### config.mk
export PLATFORM = sky130hd
export DESIGN_NAME = mie_alu
export DESIGN_NICKNAME = d
export VERILOG_FILES = /design/src/rtl/mie_pkg.sv /design/src/rtl/mie_alu.sv
export SDC_FILE = /design/constraint.sdc
export NUM_CORES = 1
export LEC_CHECK = 0
export BUFFER_PORTS_ARGS = -buffer_cell sky130_fd_sc_hd__buf_2
export CAP_MARGIN = 20
export CORE_MARGIN = 2
export CORE_UTILIZATION = 55
export DETAILED_ROUTE_END_ITERATION = 7
export GPL_TIMING_DRIVEN = 0
export PLACE_DENSITY = 0.87
export SETUP_SLACK_MARGIN = 0.1
export SYNTH_ARGS = -nofsm -noshare
export SYNTH_HDL_FRONTEND = slang
export SYNTH_SLANG_ARGS = --single-unit
### constraint.sdc
create_clock -name vclk -period 12.4
set_clock_uncertainty 0.05 [all_clocks]
set_input_delay 2.48 -clock vclk [all_inputs]
set_output_delay 2.48 -clock vclk [all_outputs]
set_load 0.01 [all_outputs]
### src/rtl/mie_pkg.sv
// Shared types, opcodes and sizes for the I-type execute block.
package mie_pkg;

   localparam int MEM_WORDS = 1024;   // power of two
   localparam int MEM_AW    = $clog2(MEM_WORDS);
   localparam int RF_DEPTH  = 32;
   localparam int RF_AW     = $clog2(RF_DEPTH);
   localparam int WORD_W    = 32;
   localparam int PC_W      = 30;
   localparam int MIDX_W    = 10;

   localparam int FIFO_DEPTH = 4;
   localparam int FIFO_AW    = $clog2(FIFO_DEPTH);
   localparam int FIFO_CW    = $clog2(FIFO_DEPTH + 1);

   localparam int RSP_BITS    = PC_W + 1 + RF_AW + WORD_W + 1 + MIDX_W + WORD_W + 1 + 1;
   localparam int RSP_TDATA_W = ((RSP_BITS + 7) / 8) * 8;
   localparam int RSP_PAD     = RSP_TDATA_W - RSP_BITS;

   localparam logic [5:0] OP_BEQ   = 6'h04;
   localparam logic [5:0] OP_BNE   = 6'h05;
   localparam logic [5:0] OP_ADDI  = 6'h08;
   localparam logic [5:0] OP_ADDIU = 6'h09;
   localparam logic [5:0] OP_SLTI  = 6'h0a;
   localparam logic [5:0] OP_SLTIU = 6'h0b;
   localparam logic [5:0] OP_ANDI  = 6'h0c;
   localparam logic [5:0] OP_ORI   = 6'h0d;
   localparam logic [5:0] OP_LUI   = 6'h0f;
   localparam logic [5:0] OP_LW    = 6'h23;
   localparam logic [5:0] OP_SW    = 6'h2b;

   // first member lands in the highest bits
   typedef struct packed {
      logic              unknown_opcode;
      logic              branch_taken;
      logic [WORD_W-1:0] mem_data;
      logic [MIDX_W-1:0] mem_index;
      logic              mem_write;
      logic [WORD_W-1:0] reg_value;
      logic [RF_AW-1:0]  reg_index;
      logic              reg_write;
      logic [PC_W-1:0]   next_pc;
   } rsp_type;

   typedef struct packed {
      rsp_type           res;
      logic              is_load;
      logic [MEM_AW-1:0] mem_addr;
   } exec_type;

endpackage

### src/rtl/mie_alu.sv
// Decode and execute of one I-type instruction against forwarded operands.
module mie_alu (
   input  logic [31:0]                instruction,
   input  logic [mie_pkg::WORD_W-1:0] a,
   input  logic [mie_pkg::WORD_W-1:0] b,
   input  logic [mie_pkg::PC_W-1:0]   pc,
   output mie_pkg::exec_type          exec
);
   import mie_pkg::*;

   logic [5:0]        op;
   logic [RF_AW-1:0]  rt;
   logic [15:0]       imm;
   logic [WORD_W-1:0] simm;
   logic [WORD_W-1:0] zimm;
   logic [WORD_W-1:0] sum;
   logic [WORD_W-1:0] midx_wide;
   logic [PC_W-1:0]   pc_inc;
   logic [PC_W-1:0]   pc_br;
   logic              wr;
   logic [WORD_W-1:0] val;

   assign op        = instruction[31:26];
   assign rt        = instruction[20:16];
   assign imm       = instruction[15:0];
   assign simm      = {{(WORD_W-16){imm[15]}}, imm};
   assign zimm      = {{(WORD_W-16){1'b0}}, imm};
   assign sum       = a + simm;
   assign midx_wide = {{(WORD_W-MEM_AW){1'b0}}, sum[MEM_AW-1:0]};
   assign pc_inc    = pc + PC_W'(1);
   assign pc_br     = pc_inc + simm[PC_W-1:0];

   always_comb begin
      exec     = '0;
      wr       = 1'b0;
      val      = '0;
      exec.res.next_pc = pc_inc;
      unique case (op) inside
         OP_ADDI, OP_ADDIU: begin
            wr  = 1'b1;
            val = sum;
         end
         OP_ANDI: begin
            wr  = 1'b1;
            val = a & zimm;
         end
         OP_ORI: begin
            wr  = 1'b1;
            val = a | zimm;
         end
         OP_LUI: begin
            wr  = 1'b1;
            val = {imm, 16'h0000};
         end
         OP_SLTI: begin
            wr  = 1'b1;
            val = {{(WORD_W-1){1'b0}}, ($signed(a) < $signed(simm))};
         end
         OP_SLTIU: begin
            wr  = 1'b1;
            val = {{(WORD_W-1){1'b0}}, (a < simm)};
         end
         OP_LW: begin
            wr = 1'b1;
            exec.res.mem_index = midx_wide[MIDX_W-1:0];
            exec.mem_addr      = sum[MEM_AW-1:0];
            exec.is_load       = (rt != '0);
         end
         OP_SW: begin
            exec.res.mem_index = midx_wide[MIDX_W-1:0];
            exec.res.mem_write = 1'b1;
            exec.res.mem_data  = b;
            exec.mem_addr      = sum[MEM_AW-1:0];
         end
         OP_BEQ, OP_BNE: begin
            exec.res.branch_taken = (op == OP_BEQ) ? (a == b) : (a != b);
            if (exec.res.branch_taken) begin
               exec.res.next_pc = pc_br;
            end
         end
         default: begin
            exec.res.unknown_opcode = 1'b1;
            exec.res.next_pc        = pc;
         end
      endcase
      if (wr && rt != '0) begin
         exec.res.reg_write = 1'b1;
         exec.res.reg_index = rt;
         exec.res.reg_value = val;
      end
   end

endmodule

==> results of run 1 <==
## placed cells by master, fill, tap and decap left out, drive strengths merged, types with 4 or more instances in the layout
cell,instances
nor2b,11
nor4,14
buf,267
a21oi,89
o22ai,17
a22oi,25
nor3b,5
o21bai,16
o21a,5
and2,46
ha,116
a31oi,10
clkbuf,30
nand4,11
xor2,54
or3,6
inv,74
nor2,117
nand2,72
o21ai,44
and3,7
a32oi,9
nand3b,5
a221oi,6
o2111ai,5
a211o,5
o221ai,4
nor3,23
o211ai,9
a41oi,4
a21o,19
o31ai,4
mux2i,4
xnor2,62
nand2b,11
a211oi,21
nand3,27
## power by group
part | total, mW | leakage [nW] | internal, mW | switching (mW)
clock | 0.0000000217 | 0.0000127 | 0.0000000217 | 0
sequential | 0 | 0 | 0 | 0
combinational | 0.340 | 4.23 | 0.132 | 0.208
## critical path: stages
cell	delay [ns]
buf_2	0.66
inv_1	0.59
ha_1	0.44
clkbuf_1	0.21
nor4_1	0.37
and2_1	0.28
o2111ai_1	0.14
a31oi_1	0.40
o311ai_1	0.22
a2111oi_0	0.76
nor2_1	0.11
xnor2_1	0.16
o22ai_1	0.13
buf_2	0.16
## per-stage QoR
stage / util / worst slack, ns / std cells / total power, mW / cell area, µm²
5_1_grt: 0.676 / 2.57 / 1465 / 0.372 / 8460
2_1_floorplan: - / 4.22 / 1046 / 0.220 / 7020
3_3_place_gp: 0.675 / 3.01 / 1461 / 0.325 / 8450
6_report: 0.676 / 2.72 / 1465 / 0.340 / 8460
3_5_place_dp: 0.675 / 3.08 / 1462 / 0.328 / 8450
4_1_cts: 0.675 / 3.05 / 1462 / 0.331 / 8450
## final cells by class
cell class	count	area, µm²	area share
well taps	172	215	0.0254
diodes	2	5.00	0.000591
plain buffers	52	246	0.0291
multi-input cells	920	6490	0.767
inverters	74	278	0.0328
repair buffers	245	1230	0.145
## kinds of logic after synthesis
kind of cell / after synthesis
AOI/OAI and AO/OA: 315
xor gates and xnor gates: 116
buffers and inverters: 126
muxes: 4
adders and majority gates: 118
and+or+nand+nor: 367
## worst max-delay path by stage
stage	slack, ns	startpoint	end	cells after the start
after floorplan	4.22	pc[0]	exec[38]	16
after global placement	3.01	instruction[15]	exec[78]	14
after detailed placement	3.08	instruction[15]	exec[78]	14
after CTS	3.05	instruction[15]	exec[78]	14
after global routing	2.57	instruction[15]	exec[78]	14
final	2.72	instruction[15]	exec[78]	14
## metal layers
layer / GRT usage / vias up / share of wire
li1: - / 4263 / -
met1: 0.496 / 4093 / 0.39
met2: 0.635 / 572 / 0.45
met3: 0.0762 / 82 / 0.11
met4: 0.164 / 0 / 0.041
met5: 0 / - / 0
==> summary.md, run 1 <==
| Metric | Value |
|---|---|
| Status | complete, no violations |
| Post-Syn Area | 0.00702 mm² |
| Share of layout cells above drive strength 1 | 0.218 |
| Hold Crit Class | in -> out |
| Ys Warns | 0 |
| Req. time, crit path | 9.87 ns |
| # nets final | 1537 |
| Critical path fanouts, max | 38 |
| Post-synthesis simple-gate area fraction | 0.260 |
| DIE AREA | 0.0137 mm² |
| Max transition margin | 0.320 |
| Gr ovfl total | 0 |
| Slew @ Worst Pin | 1.01 ns |
| RSZ-0062 raised after global routing | no |
| Power per cell area | 40.2 mW/mm² |
| Final Hold Vio Count | 0 |
| Top-Level Pins | 250 |
| Register area | 0 µm² |
| Post-Synthesis Cells | 1046 |
| Hpwl dp | 23100 µm |
| CTS Hold Buffers Added | 0 |
| Adder-cell share of the synthesized area | 0.213 |
| Drt first-iter violations | 1031 |
| Hold WS | 5.21 ns |
| GRT Total Usage | 0.387 |
| Mux contribution to synthesized area | 0.00571 |
| Kind of critical path | in -> out |
| Peak supply drop | 21.5 µV |
| Site Rows | 41 |
| I/O Buffers | 243 |
| # DRC | 0 |
| Post-synthesis sequential area ratio | 0 |
| Post-synth top area cell | ha_1 |
| Final min period | 9.68 ns |
| Initial antenna violation count | 2 |
| Mean Syn Cell Area | 6.71 µm² |
| First-pass GRT wire length | 41700 µm |
| Setup Buffers After CTS | 0 |
| Largest net degree at the start of global routing | 39 |
| FF+latch count | 0 |
| Vias in the first global route | 7927 |
| Die X | 117 µm |
| Antenna-violating nets left | 0 |
| Worst EP arrival | 7.15 ns |
| Yosys cell types | 72 |
| Fmax | 0.103 GHz |
| Min-delay src | instruction[18] |
| Die Span Y | 117 µm |
| Leak | 4.23 nW |
| Drt via density | 6.15 |
| Clkbuf count | 0 |
| Final setup viols | 0 |
| Final WL | 27800 µm |
| Hold path cells | 3 |
| Startpoint Class | primary input |
| CP endpoint kind | primary output |
| Vias after detailed routing | 9010 |
| Slew Limit Fails | 0 |
| Post-synth top area share | 0.207 |
| Syn nets | 1290 |
| Gpl congestion | 1.07 |
| Fin Setup TNS | 0 ns |
| Synth Area in XOR/XNOR | 0.145 |
| FILL cells | 1231 |
| Hold endpoint | exec[44] |
| Maxcap violations | 0 |
| WL per Instance | 19.0 µm |
| Main combinational cell family by area after synthesis | compound AO/OA/AOI/OAI gates |
| CORE AREA | 0.0125 mm² |
| Post-cts resize count | 0 |
| Initial DRT Pass Iterations | 5 |
| Compound-gate portion of the synthesized area | 0.302 |
| Synth area leaders | ha_1, xnor2_1, xor2_1 |
| Most frequent cells after synthesis | ha_1, nor2_1, a21oi_1 |
| Final period util | 0.781 |
| Area delta synth->final | 20.7% |
| Starting density of the core | 0.560 |
No activity file was read; power rests on OpenSTA's default activity.
==> run 2, diff against run 1 <==
--- a/config.mk
+++ b/config.mk
@@ -8,10 +8,10 @@
 export BUFFER_PORTS_ARGS = -buffer_cell sky130_fd_sc_hd__buf_2
 export CAP_MARGIN = 20
 export CORE_MARGIN = 2
-export CORE_UTILIZATION = 55
+export CORE_UTILIZATION = 54
 export DETAILED_ROUTE_END_ITERATION = 7
 export GPL_TIMING_DRIVEN = 0
-export PLACE_DENSITY = 0.87
+export PLACE_DENSITY = 0.86
 export SETUP_SLACK_MARGIN = 0.1
 export SYNTH_ARGS = -nofsm -noshare
 export SYNTH_HDL_FRONTEND = slang
==> constraint.sdc (replaced) <==
create_clock -name vclk -period 10
set_clock_uncertainty 0.05 [all_clocks]
set_input_delay 2 -clock vclk [all_inputs]
set_output_delay 2 -clock vclk [all_outputs]
set_load 0.01 [all_outputs]
==> run 2 against run 1 <==
Critical path depth stayed put. Worst setup slack worse by 1.1 ns. Sequential share of layout area is the same. Die area rose by 1.8%. Routed wire length down 3.4%. First-iteration DRC count shrank 24%. Hold slack got worse by 0.94 ns. Combinational power grew 23%. Total power grew 23%. Count of clock-buffer cells in the layout did not move. Critical path type unchanged.
==> summary.md, run 2 (synthesized netlist as in run 1, its figures left out) <==
| Metric | Value |
|---|---|
| Status | complete, no violations |
| Commonest non-fill, non-tap cell in the layout | buf_2 |
| # nets final | 1537 |
| Clkbuf count | 0 |
| Gpl congestion | 1.03 |
| Vias after detailed routing | 8963 |
| Vias in the first global route | 8219 |
| Slowest stage delay, CP | 0.62 ns |
| Most frequent cells in the layout | buf_2, nor2_1, ha_1 |
| Most frequent cell on the critical path | buf_2 |
| CP endpoint kind | primary output |
| # DRC | 0 |
| Antenna-violating nets left | 0 |
| Worst EP arrival | 6.32 ns |
| Drt via density | 6.12 |
| Final Hold Vio Count | 0 |
| Share of layout cells above drive strength 1 | 0.218 |
| Max transition margin | 0.292 |
| Top-Level Pins | 250 |
| Slew Limit Fails | 0 |
| Die Span Y | 118 µm |
| Final period util | 0.837 |
| CTS Hold Buffers Added | 0 |
| Critical path fanouts, max | 38 |
| WL per Instance | 18.3 µm |
| FF+latch count | 0 |
| Crit. Startpoint | instruction[15] |
| First-pass GRT wire length | 41900 µm |
| Top delay family on crit path | buffers and inverters |
| Final min period | 8.37 ns |
| Placed insts | 1462 |
| Slew @ Worst Pin | 1.05 ns |
| DR WL met2 | 12300 µm |
| Final setup viols | 0 |
| Power Total | 0.417 mW |
| Hold Crit Class | in -> out |
| Met3 WL | 2810 µm |
| Fmax | 0.119 GHz |
| Register area | 0 µm² |
| Kind of critical path | in -> out |
| Min-delay src | b[6] |
| Max stage delay cell, worst path | buf_2 |
| Worst path cell trace | buf_2, inv_1, ha_1, clkbuf_1, nor4_1, and2_1, o2111ai_1, a31oi_1, o311ai_1, a2111oi_0, nor2_1, xnor2_1, o22ai_1, buf_2 |
| Maxcap violations | 0 |
| Gr ovfl total | 0 |
| GRT Total Usage | 0.364 |
| M1 wire length | 10500 µm |
| DIE AREA | 0.0139 mm² |
| Top sig layer | met4 |
| Post-place setup slack | 1.78 ns |
| Power per cell area | 49.3 mW/mm² |
| Post-cts resize count | 0 |
| Fin Setup TNS | 0 ns |
| Die X | 118 µm |
| Area of the multi-input gates | 0.00649 mm² |
| PnR worst setup slack | 1.63 ns |
| FILL cells | 1195 |
| CORE AREA | 0.0127 mm² |
| Req. time, crit path | 7.95 ns |
| Bufs and invs on worst path | 4 |
| Initial antenna violation count | 1 |
| Leak | 4.23 nW |
| Area delta synth->final | 20.6% |
| Non-Filler Instances | 1464 |
| Peak supply drop | 29.6 µV |
| Starting density of the core | 0.554 |
| Initial DRT Pass Iterations | 5 |
| Hpwl dp | 22500 µm |
| RSZ-0062 raised after global routing | no |
| Drt first-iter violations | 785 |
| Startpoint Class | primary input |
| Site Rows | 41 |
| I/O Buffers | 243 |
| Final WL | 26900 µm |
| Setup Buffers After CTS | 0 |
| Core Util, Final | 0.668 |
| Largest net degree at the start of global routing | 39 |
[run 2: layer usage]
metal / global-route usage / vias to the layer above
met4: 0.148 / 0
met2: 0.626 / 508
met3: 0.0601 / 84
li1: - / 4253
met5: 0 / -
met1: 0.449 / 4118
[run 2: through the flow]
step                      hold slack [ns]  area (µm²)
final                                4.26        8460
after global routing                 4.28        8460
after CTS                            4.26        8450
after detailed placement             4.26        8450
after global placement               4.26        8450
after floorplan                      4.01        7020
[run 2: where the power goes]
group,total [mW],internal [mW],switching (mW)
clock network,0.0000000134,0.0000000134,0
registers,0,0,0
logic,0.417,0.163,0.254
total,0.417,0.163,0.254
[run 2: tightest hold or removal path, stage by stage]
cell and delay, ns:
buf_2 0.09, and2_1 0.10, buf_2 0.12
[run 2: final cells by class]
type,count,area share
repair buffers,245,0.145
plain buffers,52,0.0291
multi-input cells,920,0.767
diodes,1,0.000296
inverters,74,0.0328
well taps,172,0.0254
[run 2: path summary, 6_finish.rpt]
kind,to,slack [ns],cells past startpoint
worst min-delay path,exec[96],4.26,3
worst max-delay path,exec[78],1.63,14
