==> config.mk <==
export PLATFORM = sky130hd
export DESIGN_NAME = mie_fifo
export DESIGN_NICKNAME = d
export VERILOG_FILES = /design/src/rtl/mie_pkg.sv /design/src/rtl/mie_fifo.sv
export SDC_FILE = /design/constraint.sdc
export NUM_CORES = 1
export LEC_CHECK = 0
export ABC_AREA = 1
export BUFFER_PORTS_ARGS = -buffer_cell sky130_fd_sc_hd__buf_2
export CAP_MARGIN = 5
export CORE_UTILIZATION = 46
export CTS_CLUSTER_DIAMETER = 40
export DETAILED_ROUTE_END_ITERATION = 10
export GPL_TIMING_DRIVEN = 1
export PLACE_DENSITY_LB_ADDON = 0.08
export SLEW_MARGIN = 0
export SYNTH_ARGS = -nofsm -noshare
export SYNTH_HDL_FRONTEND = slang
export SYNTH_SLANG_ARGS = --single-unit
==> constraint.sdc <==
create_clock -name clock -period 3.9 [get_ports clock]
set_input_delay 0.195 -clock clock [delete_from_list [all_inputs] [get_ports clock]]
set_output_delay 0.195 -clock clock [all_outputs]
set_load 0.02 [all_outputs]
==> src/rtl/mie_pkg.sv <==
// Shared types, opcodes and sizes for the I-type execute block.
package mie_pkg;

   localparam int MEM_WORDS = 1024;   // power of two
   localparam int MEM_AW    = $clog2(MEM_WORDS);
   localparam int RF_DEPTH  = 32;
   localparam int RF_AW     = $clog2(RF_DEPTH);
   localparam int WORD_W    = 32;
   localparam int PC_W      = 30;
   localparam int MIDX_W    = 10;

   localparam int FIFO_DEPTH = 4;
   localparam int FIFO_AW    = $clog2(FIFO_DEPTH);
   localparam int FIFO_CW    = $clog2(FIFO_DEPTH + 1);

   localparam int RSP_BITS    = PC_W + 1 + RF_AW + WORD_W + 1 + MIDX_W + WORD_W + 1 + 1;
   localparam int RSP_TDATA_W = ((RSP_BITS + 7) / 8) * 8;
   localparam int RSP_PAD     = RSP_TDATA_W - RSP_BITS;

   localparam logic [5:0] OP_BEQ   = 6'h04;
   localparam logic [5:0] OP_BNE   = 6'h05;
   localparam logic [5:0] OP_ADDI  = 6'h08;
   localparam logic [5:0] OP_ADDIU = 6'h09;
   localparam logic [5:0] OP_SLTI  = 6'h0a;
   localparam logic [5:0] OP_SLTIU = 6'h0b;
   localparam logic [5:0] OP_ANDI  = 6'h0c;
   localparam logic [5:0] OP_ORI   = 6'h0d;
   localparam logic [5:0] OP_LUI   = 6'h0f;
   localparam logic [5:0] OP_LW    = 6'h23;
   localparam logic [5:0] OP_SW    = 6'h2b;

   // first member lands in the highest bits
   typedef struct packed {
      logic              unknown_opcode;
      logic              branch_taken;
      logic [WORD_W-1:0] mem_data;
      logic [MIDX_W-1:0] mem_index;
      logic              mem_write;
      logic [WORD_W-1:0] reg_value;
      logic [RF_AW-1:0]  reg_index;
      logic              reg_write;
      logic [PC_W-1:0]   next_pc;
   } rsp_type;

   typedef struct packed {
      rsp_type           res;
      logic              is_load;
      logic [MEM_AW-1:0] mem_addr;
   } exec_type;

endpackage

==> src/rtl/mie_fifo.sv <==
// Result queue between the execute pipeline and the result channel.
module mie_fifo (
   input  logic                        clock,
   input  logic                        reset,
   input  logic                        push,
   input  mie_pkg::rsp_type            push_data,
   input  logic                        pop,
   output logic                        out_valid,
   output mie_pkg::rsp_type            out_data,
   output logic [mie_pkg::FIFO_CW-1:0] count
);
   import mie_pkg::*;

   rsp_type              entry_ff [FIFO_DEPTH];
   logic [FIFO_AW-1:0]   wr_ptr_ff, wr_ptr_in;
   logic [FIFO_AW-1:0]   rd_ptr_ff, rd_ptr_in;
   logic [FIFO_CW-1:0]   count_ff, count_in;

   always_comb begin
      wr_ptr_in = push ? wr_ptr_ff + FIFO_AW'(1) : wr_ptr_ff;
      rd_ptr_in = pop  ? rd_ptr_ff + FIFO_AW'(1) : rd_ptr_ff;
      count_in  = count_ff;
      if (push && !pop) begin
         count_in = count_ff + FIFO_CW'(1);
      end else if (pop && !push) begin
         count_in = count_ff - FIFO_CW'(1);
      end
   end

   always_ff @(posedge clock) begin
      if (reset) begin
         wr_ptr_ff <= '0;
         rd_ptr_ff <= '0;
         count_ff  <= '0;
      end else begin
         wr_ptr_ff <= wr_ptr_in;
         rd_ptr_ff <= rd_ptr_in;
         count_ff  <= count_in;
      end
   end

   always_ff @(posedge clock) begin
      if (push) begin
         entry_ff[wr_ptr_ff] <= push_data;
      end
   end

   assign out_valid = (count_ff != '0);
   assign out_data  = entry_ff[rd_ptr_ff];
   assign count     = count_ff;

endmodule

==> impl_metrics.csv, run 1 <==
group,metric,value,unit
sta,rsz0062_at_grt,"no",
sta,fin_crit,3000,ps
sta,tns,0,ps
clock_tree,clockBufferDepth,3,
power_and_ir_drop,total_power,0.0119,W
synthesis,yosys.area.top_type,"edfxtp_1",
cells_and_area,drive_above_1_share,0.224,
clock_tree,cts_root_buffer,"clkbuf_16",
detailed_routing,dr.first_iter.drc_count,602,
floorplan,rows,70,
setup_path,crit_slowest_cell,"dfxtp_4",
setup_path,timing.rr.end,"entry_ff[0][70]$_DFFE_PP_",
clock_tree,numCtsBuffers,56,
setup_path,slowest_delay,560,ps
synthesis,synth-seq-area-share,0.802,
synthesis,synthTopCellsByArea,"edfxtp_1 79%, o21ai_0 5.9%, nor2_1 5.1%",
worst_hold_path,hp-class,"in2reg",
cells_and_area,area_growth,26.2,%
power_and_ir_drop,pwr_density_cell,550,mW/mm²
sta,maxSlewViolCount,0,
cells_and_area,final-seq-area,0.0138,mm²
setup_path,crit_path_end_kind,"primary output",
floorplan,start_util,0.469,
setup_path,crit_type,"reg2out",
setup_path,path_cells,"inv_6, buf_4, o21ai_0, o22ai_1, buf_2",
worst_hold_path,worstHoldPathCells,3,
synthesis,synth_top_family_by_area,"compound AO/OA/AOI/OAI gates",
setup_path,r2r_cells,5,
grt,antenna_found_initial,1,
detailed_routing,route.antenna.remaining_nets,0,
setup_path,reg2reg_slack,1890,ps
setup_path,crit_required,3700,ps
floorplan,chipHeight,195,µm
clock_tree,clock_sinks,461,
grt,grt_pass1_vias,10700,
synthesis,synth-compound-area-share,0.109,
synthesis,yosysUniqueCellTypes,21,
sta,skew,8.91,ps
cells_and_area,nNetsFinal,1623,
clock_tree,post_cts_buffers,0,
place,port-buffer-count,233,
clock_tree,clkTransAtPathRegs,60,ps
clock_tree,clk_latency,580,ps
worst_hold_path,hold_start,"reset",
synthesis,synth_top_area_frac,0.791,
cells_and_area,fillers,2927,
worst_hold_path,whs_endpoint,"count[0]$_SDFFE_PP0P_",
synthesis,syn_avg_cell_area,14.9,µm²
place,place_congestion,0.732,
synthesis,synth_edf_count,452,
synthesis,synth_cells,1150,
detailed_routing,drcViolationCount,0,
synthesis,synthTopCellsByCount,"452 x edfxtp_1, 233 x nor2_1, 201 x o21ai_0",
floorplan,die_area,0.0381,mm²
sta,clock.fmax,333,MHz
setup_path,critPathTopFamily,"buffers and inverters",
cells_and_area,utilization,0.591,
sta,worst_pin_slew,791,ps
synthesis,muxShareOfSynthArea,0,
synthesis,synthAdderAreaFrac,0.00481,
sta,worst_slack,896,ps
synthesis,syn_nets,1273,
grt,grt_pass1_wl,59300,µm
detailed_routing,vias,10500,
synthesis,yosysMostFrequentCell,"edfxtp_1",
power_and_ir_drop,irDropWorstVdd,444,µV
floorplan,io_pins,234,
grt,grt_max_degree,159,
sta,relSlewSlack,0.472,
cells_and_area,multi_input_area,0.00289,mm²
synthesis,netlist_area,0.0172,mm²
synthesis,synthSimpleGateAreaFrac,0.0538,
run,maxCapViolations,0,
sta,finalHoldViolCount,0,
setup_path,critPathArrivalTime,2810,ps
clock_tree,htree_levels,2,
sta,whs,326,ps
setup_path,crit_buf_inv,3,
detailed_routing,avgViaCountPerCell,5.24,
detailed_routing,firstDrtPassIters,4,
floorplan,design.core.area,0.0366,mm²
synthesis,ys.flop_type,"edfxtp_1",
grt,grt.total_usage,0.202,
setup_path,start_kind,"flip-flop",
place,place_hpwl,20300,µm
setup_path,timing.rr.start,"wr_ptr_ff[0]$_SDFFE_PP0P_",
detailed_routing,post_drt_wl_per_cell,19.0,µm
sta,min_period_over_period,0.770,
place,dp_slack,1450,ps
power_and_ir_drop,p_leak,7.66,nW
synthesis,ys_ff_latch,461,
sta,setup_violations,0,
synthesis,yosysWarnings,0,
grt,gr-total-overflow,0,
outcome,status,"completed",
detailed_routing,totalWireLength,38200,µm
synthesis,synth-xor-area-share,0.000511,
synthesis,async_flop_share,0,
floorplan,die_w,195,µm
setup_path,crit_fanout,79,
clock_tree,cts_tree,"built",
-- sequential cells by signal, indices dropped and copies added, names as in the netlist, named ones only --
| name | cells |
|---|---|
| rd_ptr_ff | 2 |
| entry_ff | 452 |
| count | 3 |
| wr_ptr_ff | 2 |
-- logic make-up after synthesis --
logic type / count (synthesis)
xor gates and xnor gates: 1
AOI/OAI and AO/OA: 347
and+or+nand+nor: 245
adders and majority gates: 6
buffers and inverters: 90
DFF: 461
-- per-stage QoR --
step / instance area [µm²] / cells
after floorplan: 17200 / 1150
after global placement: 18700 / 1794
after detailed placement: 18700 / 1794
after CTS: 21600 / 2007
after global routing: 21600 / 2008
final: 21600 / 2008
-- power breakdown --
group | internal, W | leakage [nW] | switching [W] | total [W]
sequential | 0.00567 | 4.23 | 0.0000707 | 0.00574
clock | 0.00302 | 0.866 | 0.00197 | 0.00498
combinational | 0.000390 | 2.56 | 0.000788 | 0.00118
total | 0.00907 | 7.66 | 0.00282 | 0.0119
-- timing repair --
| item | in CTS | in global routing |
|---|---|---|
| hold buffers | 116 | 0 |
| gates resized for setup | 0 | 0 |
| hold endpoints to repair | 461 | 0 |
-- worst max path at each step --
stage,to,slack (ps),cells after the start
4_1_cts,out_data[6],800,5
6_report,out_data[6],900,5
3_3_place_gp,out_data[30],1460,5
2_1_floorplan,entry_ff[2][0]$_DFFE_PP_,670,4
5_1_grt,out_data[20],630,5
3_5_place_dp,out_data[6],1450,5
-- worst register-to-register path: stages, from the launching register on --
cell	delay, ps
dfxtp_1	330
inv_1	120
ha_1	160
nand2_1	80
inv_4	560
buf_4	440
-- layout by cell type (no fill, tap or decap), drive strengths merged --
cell type	instances
buf	249
clkbuf	65
clkinv	15
xor2	1
edfxtp	452
fa	1
o22ai	113
bufinv	5
nand2	10
ha	5
nor2	233
diode	1
inv	22
o21ai	231
dfxtp	9
clkinvlp	7
a21oi	3
nand3	1
nand4	1
dlygate4sd3	116
-- cell type report --
class	count	area share
Sequential cell	461	0.636
Multi-Input combinational cell	599	0.134
Timing Repair Buffer	365	0.117
Clock buffer	65	0.0673
Tap cell	468	0.0271
Clock inverter	32	0.0159
Inverter	17	0.00370
Antenna cell	1	0.000116
-- metal layers --
metal | routed length, µm | track usage
met2 | 18600 | 0.336
met4 | 865 | 0.0697
met5 | 0 | 0
met1 | 16600 | 0.265
met3 | 2140 | 0.0411
No activity file was read; power rests on OpenSTA's default activity.
==> inputs of run 2 (changes only) <==
Clock period 3.9 ns to 2.5 ns, I/O delays scaled along.
==> impl_metrics.csv, run 2 (synthesis gave the netlist of run 1 again) <==
group,metric,value,unit
sta,maxSlewViolCount,0,
grt,grt_pass1_wl,59200,µm
run,maxCapViolations,0,
worst_hold_path,hp-class,"in2reg",
detailed_routing,route.antenna.remaining_nets,0,
setup_path,crit_required,2380,ps
grt,grt.total_usage,0.202,
power_and_ir_drop,p_comb_frac,0.100,
detailed_routing,totalWireLength,38400,µm
place,place_inst,1809,
sta,relSlewSlack,0.625,
grt,busiest_layer,"met2",
detailed_routing,post_drt_wl_per_cell,18.9,µm
grt,gr-usage-met1,0.265,
floorplan,design.core.area,0.0366,mm²
cells_and_area,largest-register,"entry_ff",
setup_path,start_kind,"flip-flop",
sta,clock.fmax,429,MHz
sta,whs,236,ps
detailed_routing,avgViaCountPerCell,5.23,
power_and_ir_drop,pwr_density_cell,873,mW/mm²
clock_tree,ctsHoldBuffers,116,
cells_and_area,nNetsFinal,1639,
clock_tree,clkTransAtPathRegs,60,ps
power_and_ir_drop,sequentialPowerShare,0.462,
sta,fin_crit,2330,ps
power_and_ir_drop,switching_power,0.00454,W
cells_and_area,largest_register_ffs,452,
power_and_ir_drop,p_int,0.0148,W
clock_tree,post_cts_buffers,0,
grt,antenna_found_initial,2,
detailed_routing,drcViolationCount,0,
power_and_ir_drop,p_leak,7.85,nW
detailed_routing,vias,10600,
sta,rsz0062_at_grt,"no",
power_and_ir_drop,total_power,0.0193,W
cells_and_area,area_growth,28.8,%
clock_tree,htree_levels,2,
floorplan,chipHeight,195,µm
power_and_ir_drop,clock_power_share,0.438,
setup_path,crit_type,"reg2out",
setup_path,crit_path_end_kind,"primary output",
power_and_ir_drop,p_sw_frac,0.235,
sta,setup_violations,0,
clock_tree,numCtsBuffers,57,
clock_tree,clock_sinks,461,
grt,grt_pass1_vias,10700,
floorplan,io_pins,234,
place,place_congestion,0.720,
place,place_hpwl,20800,µm
clock_tree,cts_tree,"built",
clock_tree,cts_resized,0,
clock_tree,clk_latency,590,ps
sta,min_period_over_period,0.932,
detailed_routing,dr.first_iter.drc_count,450,
grt,grt_max_degree,114,
cells_and_area,final_cell_mix,"452 x edfxtp_1, 233 x nor2_1, 233 x buf_2",
floorplan,rows,70,
setup_path,crit_fanout,29,
setup_path,critPathArrivalTime,2200,ps
cells_and_area,layout_commonest_cell,"edfxtp_1",
cells_and_area,utilization,0.604,
cells_and_area,instances_no_fill,2032,
clock_tree,cts_root_buffer,"clkbuf_16",
sta,worst_slack,171,ps
sta,worst_pin_slew,562,ps
floorplan,die_w,195,µm
clock_tree,clockBufferDepth,3,
grt,gr-usage-met3,0.0465,
place,port-buffer-count,233,
grt,grtUsageMet2,0.335,
grt,gr-total-overflow,0,
outcome,status,"completed",
sta,skew,23.5,ps
sta,finalHoldViolCount,0,
place,dp_slack,730,ps
floorplan,start_util,0.469,
detailed_routing,firstDrtPassIters,5,
cells_and_area,drive_above_1_share,0.243,
power_and_ir_drop,irDropWorstVdd,638,µV
floorplan,die_area,0.0381,mm²
[run 2: cell count changes in the layout (fill, tap and decap cells not counted), moves of 3 or more]
cell	change
buf_12	+10
buf_4	+5
clkinv_4	+5
bufinv_16	+4
clkbuf_1	-4
inv_4	-4
nand2_1	-4
nand2_2	+4
ha_1	-3
ha_2	+3
[run 2: final timing paths]
kind                                                 from  cells after the start                         to  slack (ps)
worst min-delay path                                reset                      3      count[0]$_SDFFE_PP0P_         240
worst max-delay path                            flip-flop                      5               out_data[36]         170
worst max register to register  wr_ptr_ff[0]$_SDFFE_PP0P_                      4  entry_ff[3][83]$_DFFE_PP_         730
worst min register to register  rd_ptr_ff[1]$_SDFFE_PP0P_                      1                  flip-flop         430
[run 2: worst max-delay path, cell delays in order, from the launching register on]
cell,delay [ps]
dfxtp_4,360
clkinv_2,430
buf_4,390
o21ai_0,110
o22ai_1,130
buf_2,180
[run 2: through the flow]
stage | cell area [µm²] | TNS [ps]
floorplan | 17200 | -67260
finish | 22100 | 0
CTS | 22100 | 0
detailed placement | 18900 | 0
global route | 22100 | 0
global placement | 18900 | 0
[run 2: power by group through the flow]
| stage | logic, W | registers, W | clock network, W |
|---|---|---|---|
| after floorplan | 0.00106 | 0.00909 | 0 |
| after global placement | 0.00179 | 0.00907 | 0 |
| after detailed placement | 0.00181 | 0.00907 | 0 |
| after CTS | 0.00196 | 0.00891 | 0.00860 |
| after global routing | 0.00210 | 0.00894 | 0.00891 |
| final | 0.00193 | 0.00891 | 0.00845 |
[run 2: final cells by class]
| type | count | area (µm²) |
|---|---|---|
| well taps | 468 | 586 |
| repair buffers | 380 | 2760 |
| inverters | 17 | 85.1 |
| clock inverters | 42 | 495 |
| diodes | 2 | 5.00 |
| flip-flops and latches | 461 | 13800 |
| clock buffers | 63 | 1490 |
| multi-input cells | 599 | 2910 |
| fillers | 2879 | 14500 |
[run 2: layer usage]
metal  share of wire  vias to the layer above  routed length [µm]
li1                -                     5101                   -
met1            0.44                     5222               16900
met2            0.48                      259               18600
met3           0.056                       49                2160
met4           0.019                        0                 722
met5               0                        -                   0
==> inputs of run 3 (changes only) <==
Settings changed: ABC_AREA 1 to default, SETUP_SLACK_MARGIN from default to 0.15.
==> impl_metrics.csv, run 3 <==
group,metric,value,unit
outcome,status,"finished, violations left",
outcome,violations,"design-rule violations",
place,place_area,0.0186,mm²
place,place_hpwl,19200,µm
clock_tree,cts_root_buffer,"clkbuf_16",
setup_path,path_cells,"bufbuf_16, mux4_2, buf_2",
synthesis,synthTopCellsByArea,"edfxtp_1 81%, mux4_2 15%, dfxtp_1 1.1%",
cells_and_area,area_growth,29.9,%
floorplan,chipHeight,193,µm
sta,fin_crit,2250,ps
floorplan,io_pins,234,
clock_tree,clockBufferDepth,3,
cells_and_area,layout_commonest_cell,"edfxtp_1",
cells_and_area,fillers,2575,
power_and_ir_drop,pwr_density_cell,868,mW/mm²
sta,finalHoldViolCount,0,
power_and_ir_drop,total_power,0.0189,W
synthesis,syn_nets,757,
cells_and_area,final_cell_mix,"452 x edfxtp_1, 233 x buf_2, 117 x dlygate4sd3_1",
clock_tree,clock_sinks,461,
cells_and_area,largest_register_ffs,452,
detailed_routing,avgViaCountPerCell,5.20,
grt,gr-total-overflow,0,
setup_path,timing.rr.end,"entry_ff[3][67]$_DFFE_PP_",
sta,clock.fmax,445,MHz
cells_and_area,final_area,0.0218,mm²
synthesis,netlist_area,0.0168,mm²
power_and_ir_drop,sequentialPowerShare,0.475,
place,place_congestion,0.741,
setup_path,critPathArrivalTime,2120,ps
synthesis,yosysWarnings,0,
synthesis,synth_cells,634,
clock_tree,htree_levels,2,
grt,grt_pass1_vias,8841,
setup_path,crit_path_end_kind,"primary output",
floorplan,die_w,193,µm
power_and_ir_drop,p_comb_frac,0.112,
detailed_routing,post_drt_wl_per_cell,21.6,µm
power_and_ir_drop,clock_power_share,0.413,
setup_path,r2r_cells,3,
grt,antenna_found_initial,2,
detailed_routing,dr.first_iter.drc_count,437,
detailed_routing,drcViolationCount,32,
sta,skew,10.3,ps
synthesis,yosysMostFrequentCell,"edfxtp_1",
setup_path,crit_type,"reg2out",
sta,worst_pin_slew,491,ps
power_and_ir_drop,p_leak,7.48,nW
run,maxCapViolations,0,
floorplan,start_util,0.469,
setup_path,slowest_delay,530,ps
power_and_ir_drop,p_sw_frac,0.226,
power_and_ir_drop,switching_power,0.00428,W
floorplan,die_area,0.0372,mm²
sta,whs,293,ps
clock_tree,clkTransAtPathRegs,60,ps
detailed_routing,firstDrtPassIters,7,
detailed_routing,route.antenna.remaining_nets,0,
synthesis,synth_edf_count,452,
sta,rsz0062_at_grt,"no",
sta,maxSlewViolCount,0,
place,port-buffer-count,233,
clock_tree,cts_tree,"built",
floorplan,rows,69,
synthesis,yosys.area.top_type,"edfxtp_1",
setup_path,crit_fanout,21,
synthesis,synth_top_area_frac,0.810,
cells_and_area,nNetsFinal,1162,
grt,grt.total_usage,0.184,
cells_and_area,drive_above_1_share,0.424,
synthesis,synth-seq-area-share,0.821,
synthesis,ys.flop_type,"edfxtp_1",
detailed_routing,vias,8052,
clock_tree,numCtsBuffers,54,
sta,tns,0,ps
setup_path,timing.rr.start,"wr_ptr_ff[0]$_SDFFE_PP0P_",
synthesis,syn_avg_cell_area,26.4,µm²
power_and_ir_drop,p_int,0.0146,W
sta,setup_violations,0,
setup_path,crit_required,2380,ps
setup_path,crit_slowest_cell,"mux4_2",
cells_and_area,final-seq-area,0.0138,mm²
floorplan,design.core.area,0.0357,mm²
setup_path,reg2reg_slack,740,ps
detailed_routing,totalWireLength,33400,µm
synthesis,yosysUniqueCellTypes,20,
setup_path,critPathTopFamily,"buffers and inverters",
grt,grt_pass1_wl,50100,µm
grt,grt_max_degree,70,
synthesis,async_flop_share,0,
synthesis,ys_ff_latch,461,
clock_tree,clk_latency,570,ps
synthesis,synthTopCellsByCount,"452 x edfxtp_1, 113 x mux4_2, 12 x buf_2",
cells_and_area,largest-register,"entry_ff",
setup_path,crit_buf_inv,2,
setup_path,start_kind,"flip-flop",
power_and_ir_drop,irDropWorstVdd,621,µV
worst_hold_path,whs_endpoint,"entry_ff[2][19]$_DFFE_PP_",
cells_and_area,multi_input_area,0.00278,mm²
worst_hold_path,worstHoldPathCells,2,
sta,relSlewSlack,0.673,
worst_hold_path,hp-class,"in2reg",
sta,min_period_over_period,0.898,
worst_hold_path,hold_start,"push_data[19]",
## run 3: layout make-up
type	instances	area share
multi-input cells	142	0.128
flip-flops and latches	461	0.632
diodes	2	0.000230
clock inverters	34	0.0163
repair buffers	376	0.129
clock buffers	67	0.0673
well taps	461	0.0265
inverters	4	0.000690
## run 3: per-layer routing
metal / wire (µm) / track usage / share of wire / up-vias
li1: - / - / - / 3565
met1: 14000 / 0.242 / 0.42 / 4193
met2: 16600 / 0.303 / 0.50 / 235
met3: 2090 / 0.0411 / 0.063 / 59
met4: 668 / 0.0615 / 0.020 / 0
met5: 0 / 0 / 0 / -
## run 3: worst max path at each step
stage,slack [ps],end,depth (start not counted)
2_1_floorplan,710,entry_ff[2][0]$_DFFE_PP_,3
3_3_place_gp,690,out_data[65],3
3_5_place_dp,660,out_data[63],3
4_1_cts,180,out_data[22],3
5_1_grt,160,out_data[26],3
6_report,250,out_data[30],3
## run 3: repair_timing
item,in CTS,in global routing
resized for setup,2,0
setup endpoints to repair,84,0
buffers inserted,4,0
hold buffers,117,0
endpoints found under the hold margin,461,0
## run 3: cells by family after synthesis
kind of cell / after synthesis / synth area share
AO/OA/AOI/OAI: 2 / 0.000597
XOR/XNOR: 5 / 0.00261
adder cells (fa/ha/maj): 6 / 0.00493
buffers and inverters: 31 / 0.0139
flip-flops: 461 / 0.821
multiplexers: 115 / 0.153
AND/OR/NAND/NOR: 14 / 0.00403
## run 3: stage by stage
stage	instances	setup WS [ps]	utilization
4_1_cts	1545	185	0.609
6_report	1547	254	0.609
5_1_grt	1547	161	0.609
2_1_floorplan	634	707	-
3_5_place_dp	1321	661	0.521
3_3_place_gp	1321	686	0.521
## run 3: power by group through the flow
stage	clock network, W	registers, W	logic [W]
3_3_place_gp	0	0.00911	0.00190
6_report	0.00780	0.00897	0.00212
4_1_cts	0.00798	0.00898	0.00216
5_1_grt	0.00828	0.00900	0.00227
2_1_floorplan	0	0.00911	0.00122
3_5_place_dp	0	0.00914	0.00193
